$ cat config.mk
export PLATFORM = sky130hd
export DESIGN_NAME = adaptive_gain_pcm_mixer_unit
export DESIGN_NICKNAME = d
export VERILOG_FILES = /design/src/rtl/agpm_pkg.sv /design/src/rtl/agpm_divider.sv /design/src/rtl/agpm_regs.sv /design/src/rtl/adaptive_gain_pcm_mixer_unit.sv
export SDC_FILE = /design/constraint.sdc
export NUM_CORES = 1
export LEC_CHECK = 0
export ABC_CLOCK_PERIOD_IN_PS = 6150
export BUFFER_PORTS_ARGS = -buffer_cell sky130_fd_sc_hd__buf_4
export CORE_MARGIN = 2
export CORE_UTILIZATION = 36
export DETAILED_ROUTE_END_ITERATION = 8
export GPL_TIMING_DRIVEN = 0
export PLACE_DENSITY_LB_ADDON = 0.15
export SLEW_MARGIN = 30
export SYNTH_ARGS = -nofsm -noshare
export SYNTH_HDL_FRONTEND = slang
export SYNTH_SLANG_ARGS = --single-unit
$ cat constraint.sdc
create_clock -name clk -period 6.15 [get_ports clk]
set_clock_uncertainty 0.1 [all_clocks]
set_input_delay 1.23 -clock clk [delete_from_list [all_inputs] [get_ports clk]]
set_output_delay 1.23 -clock clk [all_outputs]
set_load 0.03 [all_outputs]
$ cat src/rtl/agpm_pkg.sv
`timescale 1ns / 1ps
// ----------------------------------------------------------------------------
// agpm_pkg
// Shared types and constants for the adaptive gain pcm mixer.
// ----------------------------------------------------------------------------
package agpm_pkg;

    localparam int SAMPLE_W         = 16;
    localparam int SAMPLE_BITS_DEF  = 16;
    localparam int FRAC_BITS        = 16;
    localparam int GAIN_W           = FRAC_BITS + 1;
    localparam int QUO_W            = FRAC_BITS;
    localparam int SHIFT_W          = 4;
    localparam int APB_ADDR_W       = 3;
    localparam int APB_DATA_W       = 32;

    localparam logic [GAIN_W-1:0]  GAIN_UNITY  = GAIN_W'(1 << FRAC_BITS);
    localparam logic [SHIFT_W-1:0] SHIFT_RESET = SHIFT_W'(5);

    // register index, taken from paddr[2]
    localparam logic REG_RECOVERY_SHIFT = 1'b0;

    typedef struct packed {
        logic              start;
        logic [GAIN_W-1:0] rem_init;
        logic [GAIN_W-1:0] divisor;
    } agpm_div_req_t;

    typedef struct packed {
        logic             busy;
        logic             done;
        logic [QUO_W-1:0] quotient;
    } agpm_div_rsp_t;

endpackage

$ cat src/rtl/agpm_divider.sv
`timescale 1ns / 1ps
// ----------------------------------------------------------------------------
// agpm_divider
// Restoring shift-subtract divider, one quotient bit per cycle.
// ----------------------------------------------------------------------------
module agpm_divider
    import agpm_pkg::*;
(
    input  logic          clk,
    input  logic          rst_n,
    input  agpm_div_req_t req,
    output agpm_div_rsp_t rsp
);

    localparam int CNT_W = $clog2(QUO_W);

    logic              busy_reg;
    logic              done_reg;
    logic [CNT_W-1:0]  count_reg;
    logic [GAIN_W-1:0] rem_reg;
    logic [GAIN_W-1:0] divisor_reg;
    logic [QUO_W-1:0]  quo_reg;

    logic [GAIN_W:0]   shifted;
    logic [GAIN_W:0]   diff;
    logic              fits;

    assign shifted = {rem_reg, 1'b0};
    assign diff    = shifted - {1'b0, divisor_reg};
    assign fits    = ~diff[GAIN_W];

    always_ff @(posedge clk or negedge rst_n)
    begin
        if (!rst_n)
        begin
            busy_reg  <= 1'b0;
            done_reg  <= 1'b0;
            count_reg <= '0;
        end
        else
        begin
            done_reg <= 1'b0;
            if (req.start)
            begin
                busy_reg  <= 1'b1;
                count_reg <= '0;
            end
            else if (busy_reg)
            begin
                count_reg <= count_reg + CNT_W'(1);
                if (count_reg == CNT_W'(QUO_W - 1))
                begin
                    busy_reg <= 1'b0;
                    done_reg <= 1'b1;
                end
            end
        end
    end

    // partial remainder and quotient
    always_ff @(posedge clk)
    begin
        if (req.start)
        begin
            rem_reg     <= req.rem_init;
            divisor_reg <= req.divisor;
            quo_reg     <= '0;
        end
        else if (busy_reg)
        begin
            rem_reg <= fits ? diff[GAIN_W-1:0] : shifted[GAIN_W-1:0];
            quo_reg <= {quo_reg[QUO_W-2:0], fits};
        end
    end

    assign rsp.busy     = busy_reg;
    assign rsp.done     = done_reg;
    assign rsp.quotient = quo_reg;

endmodule

$ cat src/rtl/agpm_regs.sv
`timescale 1ns / 1ps
// ----------------------------------------------------------------------------
// agpm_regs
// APB register file holding the gain recovery shift.
// ----------------------------------------------------------------------------
module agpm_regs
    import agpm_pkg::*;
(
    input  logic                  clk,
    input  logic                  rst_n,
    input  logic                  psel,
    input  logic                  penable,
    input  logic                  pwrite,
    input  logic [APB_ADDR_W-1:0] paddr,
    input  logic [APB_DATA_W-1:0] pwdata,
    output logic [APB_DATA_W-1:0] prdata,
    output logic                  pready,
    output logic [SHIFT_W-1:0]    recovery_shift
);

    logic [SHIFT_W-1:0] shift_reg;
    logic               wr_en;
    logic               sel_shift;

    assign pready    = 1'b1;
    assign sel_shift = (paddr[2] == REG_RECOVERY_SHIFT);
    assign wr_en     = psel && penable && pwrite && pready;

    always_ff @(posedge clk or negedge rst_n)
    begin
        if (!rst_n)
        begin
            shift_reg <= SHIFT_RESET;
        end
        else if (wr_en && sel_shift)
        begin
            shift_reg <= pwdata[SHIFT_W-1:0];
        end
    end

    assign prdata         = sel_shift ? APB_DATA_W'(shift_reg) : '0;
    assign recovery_shift = shift_reg;

endmodule

$ cat src/rtl/adaptive_gain_pcm_mixer_unit.sv
`timescale 1ns / 1ps
// ----------------------------------------------------------------------------
// adaptive_gain_pcm_mixer_unit
// Two-stream pcm mixer with adaptive attenuation gain and saturation.
// flow: beat summed on accept, times gain in ST_MUL, scaled and saturated in
// ST_SCALE; on saturation the 16-step divider finds the new gain in ST_DIV;
// ST_UPD recovers gain, ST_DONE loads output; only ST_IDLE takes a new beat
// the output register frees the input side while a result waits
// reset: gain returns to unity, recovery shift to 5, no beat pending
// ----------------------------------------------------------------------------
module adaptive_gain_pcm_mixer_unit
    import agpm_pkg::*;
#(
    parameter int SAMPLE_BITS = SAMPLE_BITS_DEF
)
(
    input  logic                       clk,
    input  logic                       rst_n,
    input  logic                       psel,
    input  logic                       penable,
    input  logic                       pwrite,
    input  logic [APB_ADDR_W-1:0]      paddr,
    input  logic [APB_DATA_W-1:0]      pwdata,
    output logic [APB_DATA_W-1:0]      prdata,
    output logic                       pready,
    input  logic                       in_valid,
    output logic                       in_ready,
    input  logic signed [SAMPLE_W-1:0] sample_a,
    input  logic signed [SAMPLE_W-1:0] sample_b,
    input  logic                       start_of_buffer,
    output logic                       out_valid,
    input  logic                       out_ready,
    output logic signed [SAMPLE_W-1:0] mixed_sample
);

    localparam int SUM_W  = SAMPLE_W + 1;
    localparam int PROD_W = SUM_W + GAIN_W + 1;
    localparam int SCL_W  = PROD_W - FRAC_BITS;
    localparam int CMP_W  = (SAMPLE_BITS + 1 > SCL_W) ? SAMPLE_BITS + 1 : SCL_W;

    localparam logic signed [CMP_W-1:0] LIM_MAX = CMP_W'((1 << (SAMPLE_BITS - 1)) - 1);
    localparam logic signed [CMP_W-1:0] LIM_MIN = CMP_W'(-(1 << (SAMPLE_BITS - 1)));
    localparam logic [CMP_W-1:0]        LIM_MIN_MAG = CMP_W'(1 << (SAMPLE_BITS - 1));
    localparam logic [PROD_W-1:0]       FRAC_MASK = PROD_W'((1 << FRAC_BITS) - 1);

    typedef enum logic [5:0] {
        ST_IDLE  = 6'b000001,
        ST_MUL   = 6'b000010,
        ST_SCALE = 6'b000100,
        ST_DIV   = 6'b001000,
        ST_UPD   = 6'b010000,
        ST_DONE  = 6'b100000
    } agpm_state_t;

    agpm_state_t              state_reg;
    agpm_state_t              state_next;
    logic [GAIN_W-1:0]        gain_reg;
    logic signed [SUM_W-1:0]  sum_reg;
    logic signed [PROD_W-1:0] prod_reg;
    logic [SAMPLE_W-1:0]      result_reg;
    logic [SAMPLE_W-1:0]      mixed_reg;
    logic                     out_valid_reg;

    logic [SHIFT_W-1:0]       recovery_shift;
    agpm_div_req_t            div_req;
    agpm_div_rsp_t            div_rsp;

    logic                     in_fire;
    logic                     out_load;
    logic [PROD_W-1:0]        prod_adj;
    logic signed [SCL_W-1:0]  scaled;
    logic signed [CMP_W-1:0]  scaled_ext;
    logic [SCL_W-1:0]         scaled_mag;
    logic                     over_hi;
    logic                     over_lo;
    logic [GAIN_W-1:0]        gain_gap;

    agpm_regs u_regs (
        .clk            (clk),
        .rst_n          (rst_n),
        .psel           (psel),
        .penable        (penable),
        .pwrite         (pwrite),
        .paddr          (paddr),
        .pwdata         (pwdata),
        .prdata         (prdata),
        .pready         (pready),
        .recovery_shift (recovery_shift)
    );

    agpm_divider u_div (
        .clk   (clk),
        .rst_n (rst_n),
        .req   (div_req),
        .rsp   (div_rsp)
    );

    assign in_ready = (state_reg == ST_IDLE);
    assign in_fire  = in_valid && in_ready;
    assign out_load = (state_reg == ST_DONE) && (!out_valid_reg || out_ready);

    // truncate toward zero
    assign prod_adj   = prod_reg + (prod_reg[PROD_W-1] ? FRAC_MASK : '0);
    assign scaled     = prod_adj[PROD_W-1 -: SCL_W];
    assign scaled_ext = CMP_W'(scaled);
    assign scaled_mag = scaled[SCL_W-1] ? SCL_W'(-scaled) : SCL_W'(scaled);
    assign over_hi    = (scaled_ext > LIM_MAX);
    assign over_lo    = (scaled_ext < LIM_MIN);
    assign gain_gap   = GAIN_UNITY - gain_reg;

    assign div_req.start    = (state_reg == ST_SCALE) && (over_hi || over_lo);
    assign div_req.rem_init = over_hi ? LIM_MAX[GAIN_W-1:0] : LIM_MIN_MAG[GAIN_W-1:0];
    assign div_req.divisor  = scaled_mag[GAIN_W-1:0];

    always_comb
    begin
        state_next = state_reg;
        unique case (state_reg)
            ST_IDLE:
            begin
                if (in_fire)
                begin
                    state_next = ST_MUL;
                end
            end
            ST_MUL:
            begin
                state_next = ST_SCALE;
            end
            ST_SCALE:
            begin
                state_next = (over_hi || over_lo) ? ST_DIV : ST_UPD;
            end
            ST_DIV:
            begin
                if (div_rsp.done)
                begin
                    state_next = ST_UPD;
                end
            end
            ST_UPD:
            begin
                state_next = ST_DONE;
            end
            ST_DONE:
            begin
                if (out_load)
                begin
                    state_next = ST_IDLE;
                end
            end
            default:
            begin
                state_next = ST_IDLE;
            end
        endcase
    end

    always_ff @(posedge clk or negedge rst_n)
    begin
        if (!rst_n)
        begin
            state_reg     <= ST_IDLE;
            gain_reg      <= GAIN_UNITY;
            out_valid_reg <= 1'b0;
        end
        else
        begin
            state_reg <= state_next;
            if (in_fire && start_of_buffer)
            begin
                gain_reg <= GAIN_UNITY;
            end
            else if ((state_reg == ST_DIV) && div_rsp.done)
            begin
                gain_reg <= GAIN_W'(div_rsp.quotient);
            end
            else if ((state_reg == ST_UPD) && (gain_reg < GAIN_UNITY))
            begin
                gain_reg <= gain_reg + (gain_gap >> recovery_shift);
            end

            if (out_load)
            begin
                out_valid_reg <= 1'b1;
            end
            else if (out_ready)
            begin
                out_valid_reg <= 1'b0;
            end
        end
    end

    // sample datapath
    always_ff @(posedge clk)
    begin
        if (in_fire)
        begin
            sum_reg <= SUM_W'(sample_a) + SUM_W'(sample_b);
        end
        if (state_reg == ST_MUL)
        begin
            prod_reg <= sum_reg * $signed({1'b0, gain_reg});
        end
        if (state_reg == ST_SCALE)
        begin
            if (over_hi)
            begin
                result_reg <= LIM_MAX[SAMPLE_W-1:0];
            end
            else if (over_lo)
            begin
                result_reg <= LIM_MIN[SAMPLE_W-1:0];
            end
            else
            begin
                result_reg <= scaled_ext[SAMPLE_W-1:0];
            end
        end
        if (out_load)
        begin
            mixed_reg <= result_reg;
        end
    end

    assign out_valid    = out_valid_reg;
    assign mixed_sample = $signed(mixed_reg);

    a_gain_max: assert property (@(posedge clk) disable iff (!rst_n)
        gain_reg <= GAIN_UNITY)
        else $error("gain above unity");

    a_div_in_div_state: assert property (@(posedge clk) disable iff (!rst_n)
        (div_rsp.busy || div_rsp.done) |-> (state_reg == ST_DIV))
        else $error("divider active outside divide state");

    a_accept_to_mul: assert property (@(posedge clk) disable iff (!rst_n)
        in_fire |=> (state_reg == ST_MUL))
        else $error("accepted beat did not start multiply");

    a_div_gain_below_unity: assert property (@(posedge clk) disable iff (!rst_n)
        ((state_reg == ST_DIV) && div_rsp.done) |=> (gain_reg < GAIN_UNITY))
        else $error("saturation gain not below unity");

endmodule
==> results of run 1 <==
-- metrics by stage --
| step | hold slack [ns] | instance area [sq um] | setup TNS (ns) |
|---|---|---|---|
| 2_1_floorplan | 0.3003 | 21630 | 0 |
| 3_3_place_gp | 0.3092 | 23090 | -12.28 |
| 3_5_place_dp | 0.3045 | 23130 | -12.74 |
| 4_1_cts | 0.3206 | 24840 | -1.614 |
| 5_1_grt | 0.3271 | 25350 | -3.270 |
| 6_report | 0.3185 | 25350 | -1.566 |
-- worst paths after layout --
| kind | from | endpoint | slack (ns) | cells past startpoint |
|---|---|---|---|---|
| min in group asynchronous | rst_n | u_div.count_reg[3] | 0.61 | 1 |
| max in group asynchronous | rst_n | gain_reg[1] | 4.97 | 1 |
| setup reg to reg | gain_reg[6] | prod_reg[30] | -0.34 | 25 |
| setup / recovery | gain_reg[6] | prod_reg[30] | -0.34 | 25 |
| hold / removal | result_reg[6] | mixed_sample[6] | 0.32 | 0 |
| hold reg to reg | result_reg[6] | mixed_sample[6] | 0.32 | 0 |
-- metal layers --
metal  wire, um  vias to the layer above  GRT usage
met4       1864                        0    0.06381
met2      27670                      496     0.3269
met3       3426                       79    0.03241
met1      27750                     8159     0.2827
met5          0                        -          0
li1           -                     8046          -
-- repair_timing --
| action | CTS | global route |
|---|---|---|
| resized for setup | 130 | 79 |
| setup endpoints to repair | 26 | 40 |
| hold buffers | 0 | 0 |
| pin swaps | 67 | 62 |
| gates cloned | 1 | 3 |
| buffers inserted | 75 | 43 |
-- power breakdown --
| part | internal, W | total (W) | switching [W] |
|---|---|---|---|
| Combinational | 0.00311 | 0.00716 | 0.00405 |
| Sequential | 0.00177 | 0.00203 | 0.000257 |
| Clock | 0.000547 | 0.00107 | 0.000519 |
| Total | 0.00543 | 0.0103 | 0.00483 |
-- cell usage in the layout (no fill, tap or decap), types with 10 or more instances in the layout --
master	n
a211oi_1	25
nand2b_1	17
fa_2	16
o21a_1	19
a21oi_2	11
fa_1	211
ha_4	15
conb_1	29
o22ai_1	27
and2_4	10
nor2_1	151
edfxtp_1	118
nand3_1	26
ha_1	176
nor2b_1	16
o21bai_1	11
o21ai_0	65
a31oi_1	11
and2_1	151
inv_1	293
nand2_1	204
a22oi_1	12
clkbuf_16	38
dfrtp_1	16
buf_4	206
buf_6	18
clkbuf_1	46
inv_2	27
mux2i_1	40
xnor2_1	69
dfrtp_2	14
a221oi_1	20
a21oi_1	99
xor2_1	35
nor3_1	27
a21o_1	17
dfxtp_1	16
-- final cells by class --
| type | instances | area, sq um |
|---|---|---|
| Fill cell | 5610 | 32340 |
| Multi-Input combinational cell | 1691 | 15090 |
| Sequential cell | 168 | 4737 |
| Timing Repair Buffer | 191 | 1521 |
| Buffer | 131 | 1279 |
| Inverter | 320 | 1204 |
| Tap cell | 765 | 957.2 |
| Clock buffer | 18 | 450.4 |
| Clock inverter | 14 | 107.6 |
-- cells by family after synthesis --
group | after synthesis | share of synthesized area
buffers and inverters | 459 | 0.08892
DFF | 168 | 0.2250
and+or+nand+nor | 686 | 0.1594
xor gates and xnor gates | 104 | 0.04342
muxes | 46 | 0.02284
AOI/OAI and AO/OA | 403 | 0.1266
other | 2 | 0.0003580
adders and majority gates | 423 | 0.3335
==> flow_summary_export.csv, run 1 <==
group,metric,value,unit
outcome,status,"finished with violations",
outcome,failed_checks,"setup timing",
global_route,grt_max_degree,35,
power_and_ir_drop,power.density,404.7,mW/mm^2
clock_network,cts_tree,"done",
sta,period_minus_slack,6.485,ns
die,core,0.05770,sq mm
clock_network,clk_latency,0.49,ns
worst_setup_path,worst-path-buf-inv,8,
synth,yosys.cell_count.top_type,"inv_1",
synth,ys_seq_elements,168,
layout,area_growth,20.84,%
synth,synth_top_area_cell,"fa_1",
synth,synth.cell_area,0.02098,sq mm
place,gp_congestion,0.8879,
synth,synth_area_per_cell,9.157,sq um
power_and_ir_drop,worst_ir_drop_vdd,0.0003185,V
clock_network,cts.clk_slew.worst_paths,0.07,ns
worst_setup_path,criticalPathCategory,"reg2reg",
job,maxCapViolations,0,
routing,viasPerCell,5.088,
die,start_util,0.3636,
synth,synth_edf_count,118,
routing,routed_wl,60.72,mm
die,die_w,245.4,um
synth,synth-warning-count,0,
place,dp_cells,3154,
sta,hold_viol,0,
place,port-buffer-count,66,
worst_setup_path,critPathRequiredTime,6.28,ns
sta,slew_headroom,0.4225,
sta,fmax,154.2,MHz
routing,dr.pass1.iters,5,
clock_network,root_buffer,"clkbuf_16",
sta,rsz0062_at_grt,"yes",
clock_network,cts_buffer_depth,2,
place,pre_cts_ws,-1.124,ns
die,die_area,0.06022,sq mm
worst_setup_path,slowest_stage,"fa_1",
synth,ys_top_cells_by_area,"fa_1 22%, edfxtp_1 17%, ha_1 12%, inv_1 5.7%, and2_1 4.8%",
clock_network,cts_buffers,17,
die,ios,126,
power_and_ir_drop,cellLeakagePower,11.61,nW
synth,synth_cell_type_count,77,
routing,drt-wirelength-per-cell,18.41,um
global_route,grt_pass1_wl,94.82,mm
worst_setup_path,critPathMostFrequentCell,"fa_1",
routing,antenna_left,0,
layout,drive_gt1_frac,0.1852,
layout,largest_reg_flops,35,
routing,vias,16780,
worst_setup_path,cp.arrival,6.62,ns
synth,synth_flop_cell,"edfxtp_1",
global_route,grt_pass1_vias,16834,
layout,n_antenna_cell,0,
die,rows,88,
worst_setup_path,critPathMaxStageDelay,0.55,ns
sta,finalCritPeriodShare,1.054,
synth,synthCells,2291,
clock_network,cts.sinks,168,
worst_setup_path,path_delay_family,"adder cells",
layout,fin_nets,3018,
die,die_h,245.4,um
worst_setup_path,crit_fanout,5,
worst_hold_path,hp-class,"reg2reg",
worst_setup_path,worstSetupStartpointType,"register",
synth,synthTopCellsByCount,"320 x inv_1, 227 x fa_1, 214 x nand2_1",
sta,setup_viol,6,
synth,ys_seq_area_frac,0.2250,
place,dp_hpwl,45.33,mm
worst_setup_path,cp-end-kind,"register",
routing,drc,0,
sta,setup_ws,-0.3350,ns
sta,slew_viol_final,0,
power_and_ir_drop,finalPower,0.01026,W
global_route,track_usage,0.2042,
layout,fin_cells,3298,
synth,async_flop_share,0.2024,
sta,worstMarginPinSlew,0.8605,ns
synth,synth_top_area_frac,0.2166,
layout,final_core_util,0.4394,
global_route,grt.overflow.total,0,
clock_network,h-tree-depth,4,
global_route,grt_antenna_before_repair,0,
routing,drt-initial-drc-count,1190,
No activity file was read; power rests on OpenSTA's default activity.
==> run 2: changes to the inputs <==
- ABC_CLOCK_PERIOD_IN_PS: 6150 -> 6600
- CTS_CLUSTER_SIZE: unset -> 16
- GPL_TIMING_DRIVEN: 0 -> unset
- clock period: 6.15 -> 6.6 ns (I/O delays scaled with it)
==> run 2 against run 1 <==
Net effect: the run now ends clean; worst hold slack gained 0.0028 ns; register-to-register slack gained 0.42 ns; clock power shrank 8%; utilization shrank 2.4 points; global-route usage shrank 3.0 points; non-clock buffer count shrank 116; highest routed layer unchanged.
==> flow_summary_export.csv, run 2 (same netlist as run 1, synthesis figures left out) <==
group,metric,value,unit
outcome,status,"complete, no violations",
global_route,gr-usage-met2,0.2882,
layout,drive_gt1_frac,0.1341,
die,die_area,0.06022,sq mm
die,ios,126,
worst_setup_path,worstSetupStartpointType,"register",
sta,hold_viol,0,
place,pre_cts_ws,-0.1717,ns
clock_network,cts.sinks,168,
sta,setup_ws,0.08819,ns
global_route,busiest_layer,"met2",
worst_setup_path,critPathRequiredTime,6.73,ns
sta,setup_viol,0,
power_and_ir_drop,power.share.clock,0.110,
global_route,grt_max_degree,42,
power_and_ir_drop,cellLeakagePower,11.03,nW
layout,area_growth,14.11,%
global_route,grtUsageMet3,0.02554,
power_and_ir_drop,switching_share,0.4620,
die,core,0.05770,sq mm
power_and_ir_drop,pwr-share-seq,0.226,
global_route,grt.overflow.total,0,
power_and_ir_drop,power.switching,0.004138,W
routing,routed_wl,50.51,mm
layout,fin_nets,2902,
layout,regArea,0.004728,sq mm
sta,period_minus_slack,6.512,ns
place,place_area,0.02289,sq mm
worst_setup_path,cp.arrival,6.65,ns
power_and_ir_drop,internal_power,0.004819,W
sta,fmax,153.6,MHz
global_route,track_usage,0.1746,
global_route,grt_pass1_vias,16506,
clock_network,cts_tree,"done",
global_route,grt_use_met1,0.2389,
worst_setup_path,crit_fanout,3,
clock_network,cts.clk_slew.worst_paths,0.07,ns
die,die_w,245.4,um
global_route,grt_pass1_wl,84.88,mm
place,gp_congestion,0.8594,
clock_network,clk_latency,0.49,ns
routing,drt-wirelength-per-cell,15.87,um
power_and_ir_drop,worst_ir_drop_vdd,0.0002628,V
job,maxCapViolations,0,
die,rows,88,
die,die_h,245.4,um
clock_network,cts_buffers,17,
clock_network,cts_hold_buf,0,
clock_network,root_buffer,"clkbuf_16",
power_and_ir_drop,power.density,374.2,mW/mm^2
sta,slew_viol_final,0,
layout,n_antenna_cell,0,
global_route,grt_antenna_before_repair,1,
layout,multi_input_area,0.01485,sq mm
layout,nFillCells,5748,
layout,largest_reg_flops,35,
routing,antenna_left,0,
routing,dr.pass1.iters,5,
place,port-buffer-count,66,
routing,drt-initial-drc-count,784,
sta,worstMarginPinSlew,0.9446,ns
routing,viasPerCell,5.020,
clock_network,cts_buffer_depth,2,
sta,fin_setup_tns,0,ns
die,start_util,0.3636,
routing,vias,15974,
sta,slew_headroom,0.3699,
worst_setup_path,criticalPathCategory,"reg2reg",
sta,finalCritPeriodShare,0.9866,
routing,drc,0,
worst_setup_path,cp-end-kind,"register",
place,dp_hpwl,40.64,mm
layout,final_area,0.02394,sq mm
worst_hold_path,hp-class,"reg2reg",
sta,rsz0062_at_grt,"yes",
power_and_ir_drop,comb_power_share,0.663,
clock_network,h-tree-depth,4,
layout,mostFrequentLayoutCell,"inv_1",
layout,layout_common_cells,"316 x inv_1, 219 x fa_1, 212 x nand2_1",
-- run 2: critical path, cell delays in order, from the launching register on --
cell	delay (ns)
edfxtp_1	0.40
buf_6	0.15
buf_4	0.13
and2_1	0.16
fa_1	0.51
inv_1	0.05
fa_1	0.47
fa_1	0.52
inv_1	0.05
fa_2	0.46
fa_1	0.49
inv_1	0.05
fa_1	0.47
inv_1	0.04
ha_1	0.33
a211oi_4	0.22
nor2_2	0.06
nor4_1	0.17
a21oi_1	0.10
a221o_1	0.34
a41oi_2	0.28
a211oi_2	0.12
a2111oi_2	0.31
a21oi_1	0.15
xnor2_1	0.14
-- run 2: power groups by stage --
stage / Sequential (W) / Clock (W) / Combinational (W)
6_report: 0.00203 / 0.000989 / 0.00594
5_1_grt: 0.00208 / 0.00107 / 0.00675
4_1_cts: 0.00203 / 0.00103 / 0.00574
2_1_floorplan: 0.00183 / 0 / 0.00422
3_3_place_gp: 0.00204 / 0 / 0.00555
3_5_place_dp: 0.00205 / 0 / 0.00562
-- run 2: final cells by class --
| cell class | instances | area share |
|---|---|---|
| Clock buffer | 22 | 0.01981 |
| Clock inverter | 10 | 0.003554 |
| Inverter | 320 | 0.05018 |
| Multi-Input combinational cell | 1691 | 0.6204 |
| Sequential cell | 168 | 0.1975 |
| Tap cell | 765 | 0.03999 |
| Timing Repair Buffer | 206 | 0.06858 |
-- run 2: repair_timing --
action / 4_1_cts / 5_1_grt
gates resized for setup: 22 / 51
pin swaps: 14 / 51
setup buffers: 2 / 12
cloned: 0 / 1
setup endpoints to repair: 4 / 7
-- run 2: final timing paths --
| kind | from | end | slack (ns) | cells after the start |
|---|---|---|---|---|
| worst max-delay path | sum_reg[6] | prod_reg[34] | 0.09 | 24 |
| worst min-delay path | result_reg[13] | mixed_sample[13] | 0.32 | 0 |
| worst max register to register | sum_reg[6] | prod_reg[34] | 0.09 | 24 |
| worst min register to register | result_reg[13] | mixed_sample[13] | 0.32 | 0 |
| max in group asynchronous | rst_n | gain_reg[4] | 5.29 | 1 |
| min in group asynchronous | rst_n | u_regs.recovery_shift[3] | 0.71 | 1 |
-- run 2: per-stage QoR --
stage          cells  utilization  hold slack (ns)  total power, W
6_report        3182       0.4149           0.3213        0.008957
5_1_grt         3182       0.4149           0.3341        0.009895
4_1_cts         3169       0.4084           0.3211        0.008793
3_5_place_dp    3135       0.3968           0.3045        0.007675
3_3_place_gp    3135       0.3965           0.3012        0.007592
2_1_floorplan   2318            -           0.3003        0.006052
-- run 2: per-layer routing --
metal  routed length, um  up-vias
met5                   0        -
met4                 725        0
met3                1683       46
met2               23890      280
li1                    -     7800
met1               24210     7848
==> run 3: changes to the inputs <==
- CORE_ASPECT_RATIO: unset -> 0.6
==> run 3 against run 2 <==
Net effect: sequential cell count stayed put; design area is 0.95% higher; via count is 1.5% higher; first-iteration DRC count is 36% higher; combinational power is 7.2% higher; largest power group unchanged.
==> flow_summary_export.csv, run 3 (same netlist as run 1, synthesis figures left out) <==
group,metric,value,unit
outcome,status,"complete, no violations",
worst_setup_path,worstSetupStartpointType,"register",
layout,drive_gt1_frac,0.1443,
clock_network,root_buffer,"clkbuf_16",
worst_hold_path,hp-class,"reg2reg",
routing,drt-initial-drc-count,1066,
die,rows,68,
job,maxCapViolations,0,
worst_setup_path,cp-end-kind,"register",
die,die_area,0.06029,sq mm
power_and_ir_drop,cellLeakagePower,11.11,nW
clock_network,clk_latency,0.47,ns
global_route,grt_pass1_wl,88.86,mm
die,core,0.05752,sq mm
sta,fmax,151.9,MHz
clock_network,cts_tree,"done",
power_and_ir_drop,worst_ir_drop_vdd,0.0002374,V
clock_network,cts_buffers,17,
routing,drt-wirelength-per-cell,17.16,um
layout,n_antenna_cell,0,
layout,final_area,0.02417,sq mm
layout,multi_input_area,0.01489,sq mm
global_route,grt_antenna_before_repair,1,
layout,fin_nets,2910,
sta,period_minus_slack,6.583,ns
global_route,grt.overflow.total,0,
layout,mostFrequentLayoutCell,"inv_1",
routing,viasPerCell,5.077,
place,gp_congestion,0.8816,
layout,layout_common_cells,"309 x inv_1, 219 x fa_1, 212 x nand2_1",
worst_setup_path,critPathRequiredTime,6.71,ns
clock_network,cts.sinks,168,
sta,finalCritPeriodShare,0.9974,
global_route,grt_max_degree,37,
routing,drc,0,
layout,nFillCells,5719,
clock_network,cts_buffer_depth,2,
sta,hold_viol,0,
die,die_h,191.0,um
routing,dr.pass1.iters,5,
place,place_area,0.02295,sq mm
layout,area_growth,15.19,%
worst_setup_path,criticalPathCategory,"reg2reg",
clock_network,cts.clk_slew.worst_paths,0.09,ns
place,port-buffer-count,66,
layout,final_core_util,0.4202,
place,dp_hpwl,44.36,mm
die,start_util,0.3648,
sta,slew_viol_final,0,
sta,rsz0062_at_grt,"yes",
global_route,track_usage,0.1867,
worst_setup_path,crit_fanout,10,
routing,vias,16220,
layout,regArea,0.004730,sq mm
routing,routed_wl,54.84,mm
sta,worstMarginPinSlew,0.9621,ns
routing,antenna_left,0,
sta,slew_headroom,0.3567,
clock_network,h-tree-depth,4,
power_and_ir_drop,power.density,393.2,mW/mm^2
worst_setup_path,cp.arrival,6.70,ns
global_route,grt_pass1_vias,16031,
layout,largest_reg_flops,35,
sta,setup_viol,0,
die,die_w,315.6,um
die,ios,126,
clock_network,cts_hold_buf,0,
-- run 3: worst paths after layout --
check	endpoint	slack, ns	cells past startpoint	startpoint
hold reg to reg	mixed_sample[8]	0.32	0	result_reg[8]
hold / removal	mixed_sample[8]	0.32	0	result_reg[8]
setup / recovery	prod_reg[34]	0.02	22	sum_reg[11]
setup reg to reg	prod_reg[34]	0.02	22	sum_reg[11]
max in group asynchronous	gain_reg[12]	5.30	1	rst_n
min in group asynchronous	gain_reg[0]	0.72	1	rst_n
-- run 3: cell type report --
type                            instances  share of cell area
Tap cell                              770             0.03987
Clock buffer                           17             0.01760
Inverter                              320             0.04970
Timing Repair Buffer                  214             0.07166
Multi-Input combinational cell       1691              0.6163
Sequential cell                       168              0.1957
Clock inverter                         15            0.009164
-- run 3: per-layer routing --
metal | track usage | routed length [um] | vias up | share of wire
li1 | - | - | 7826 | -
met1 | 0.2993 | 29510 | 7937 | 0.54
met2 | 0.2549 | 21600 | 437 | 0.39
met3 | 0.03873 | 3411 | 20 | 0.062
met4 | 0.03044 | 314 | 0 | 0.0057
met5 | 0 | 0 | - | 0
-- run 3: where the power goes --
group | internal, W | switching, W
combinational | 0.00277 | 0.00360
sequential | 0.00165 | 0.000380
clock | 0.000530 | 0.000568
total | 0.00495 | 0.00455
-- run 3: critical path, cell delays in order, from the launching register on --
cell	delay, ns
edfxtp_1	0.43
buf_4	0.22
nand2_1	0.10
fa_1	0.56
inv_1	0.06
fa_1	0.59
fa_1	0.46
fa_1	0.51
fa_1	0.51
inv_2	0.04
fa_2	0.59
inv_2	0.06
ha_4	0.17
a211oi_2	0.20
nor2_2	0.07
nor4_2	0.32
a21oi_2	0.08
a221o_1	0.37
a41oi_2	0.24
a211oi_2	0.12
a2111oi_4	0.27
a21oi_2	0.10
xnor2_1	0.13
-- run 3: stage by stage --
stage                     hold slack, ns  worst slack [ns]  power [W]  instances   TNS, ns
after floorplan                   0.3003           0.03855   0.006052       2318         0
after global placement            0.3100           -0.2235   0.007823       3146   -0.5139
after detailed placement          0.3062           -0.2251   0.007886       3146   -0.4690
after CTS                         0.3251          -0.03283   0.009116       3181  -0.03283
after global routing              0.3353           -0.2306    0.01041       3195   -0.6578
final                             0.3229           0.01696   0.009503       3195         0
-- run 3: timing repair --
item | in CTS | in global routing
resized for setup | 13 | 84
buffers inserted | 3 | 16
pin swaps | 3 | 63
setup endpoints to repair | 6 | 10
gates cloned | 0 | 0
endpoints found under the hold margin | 0 | 0
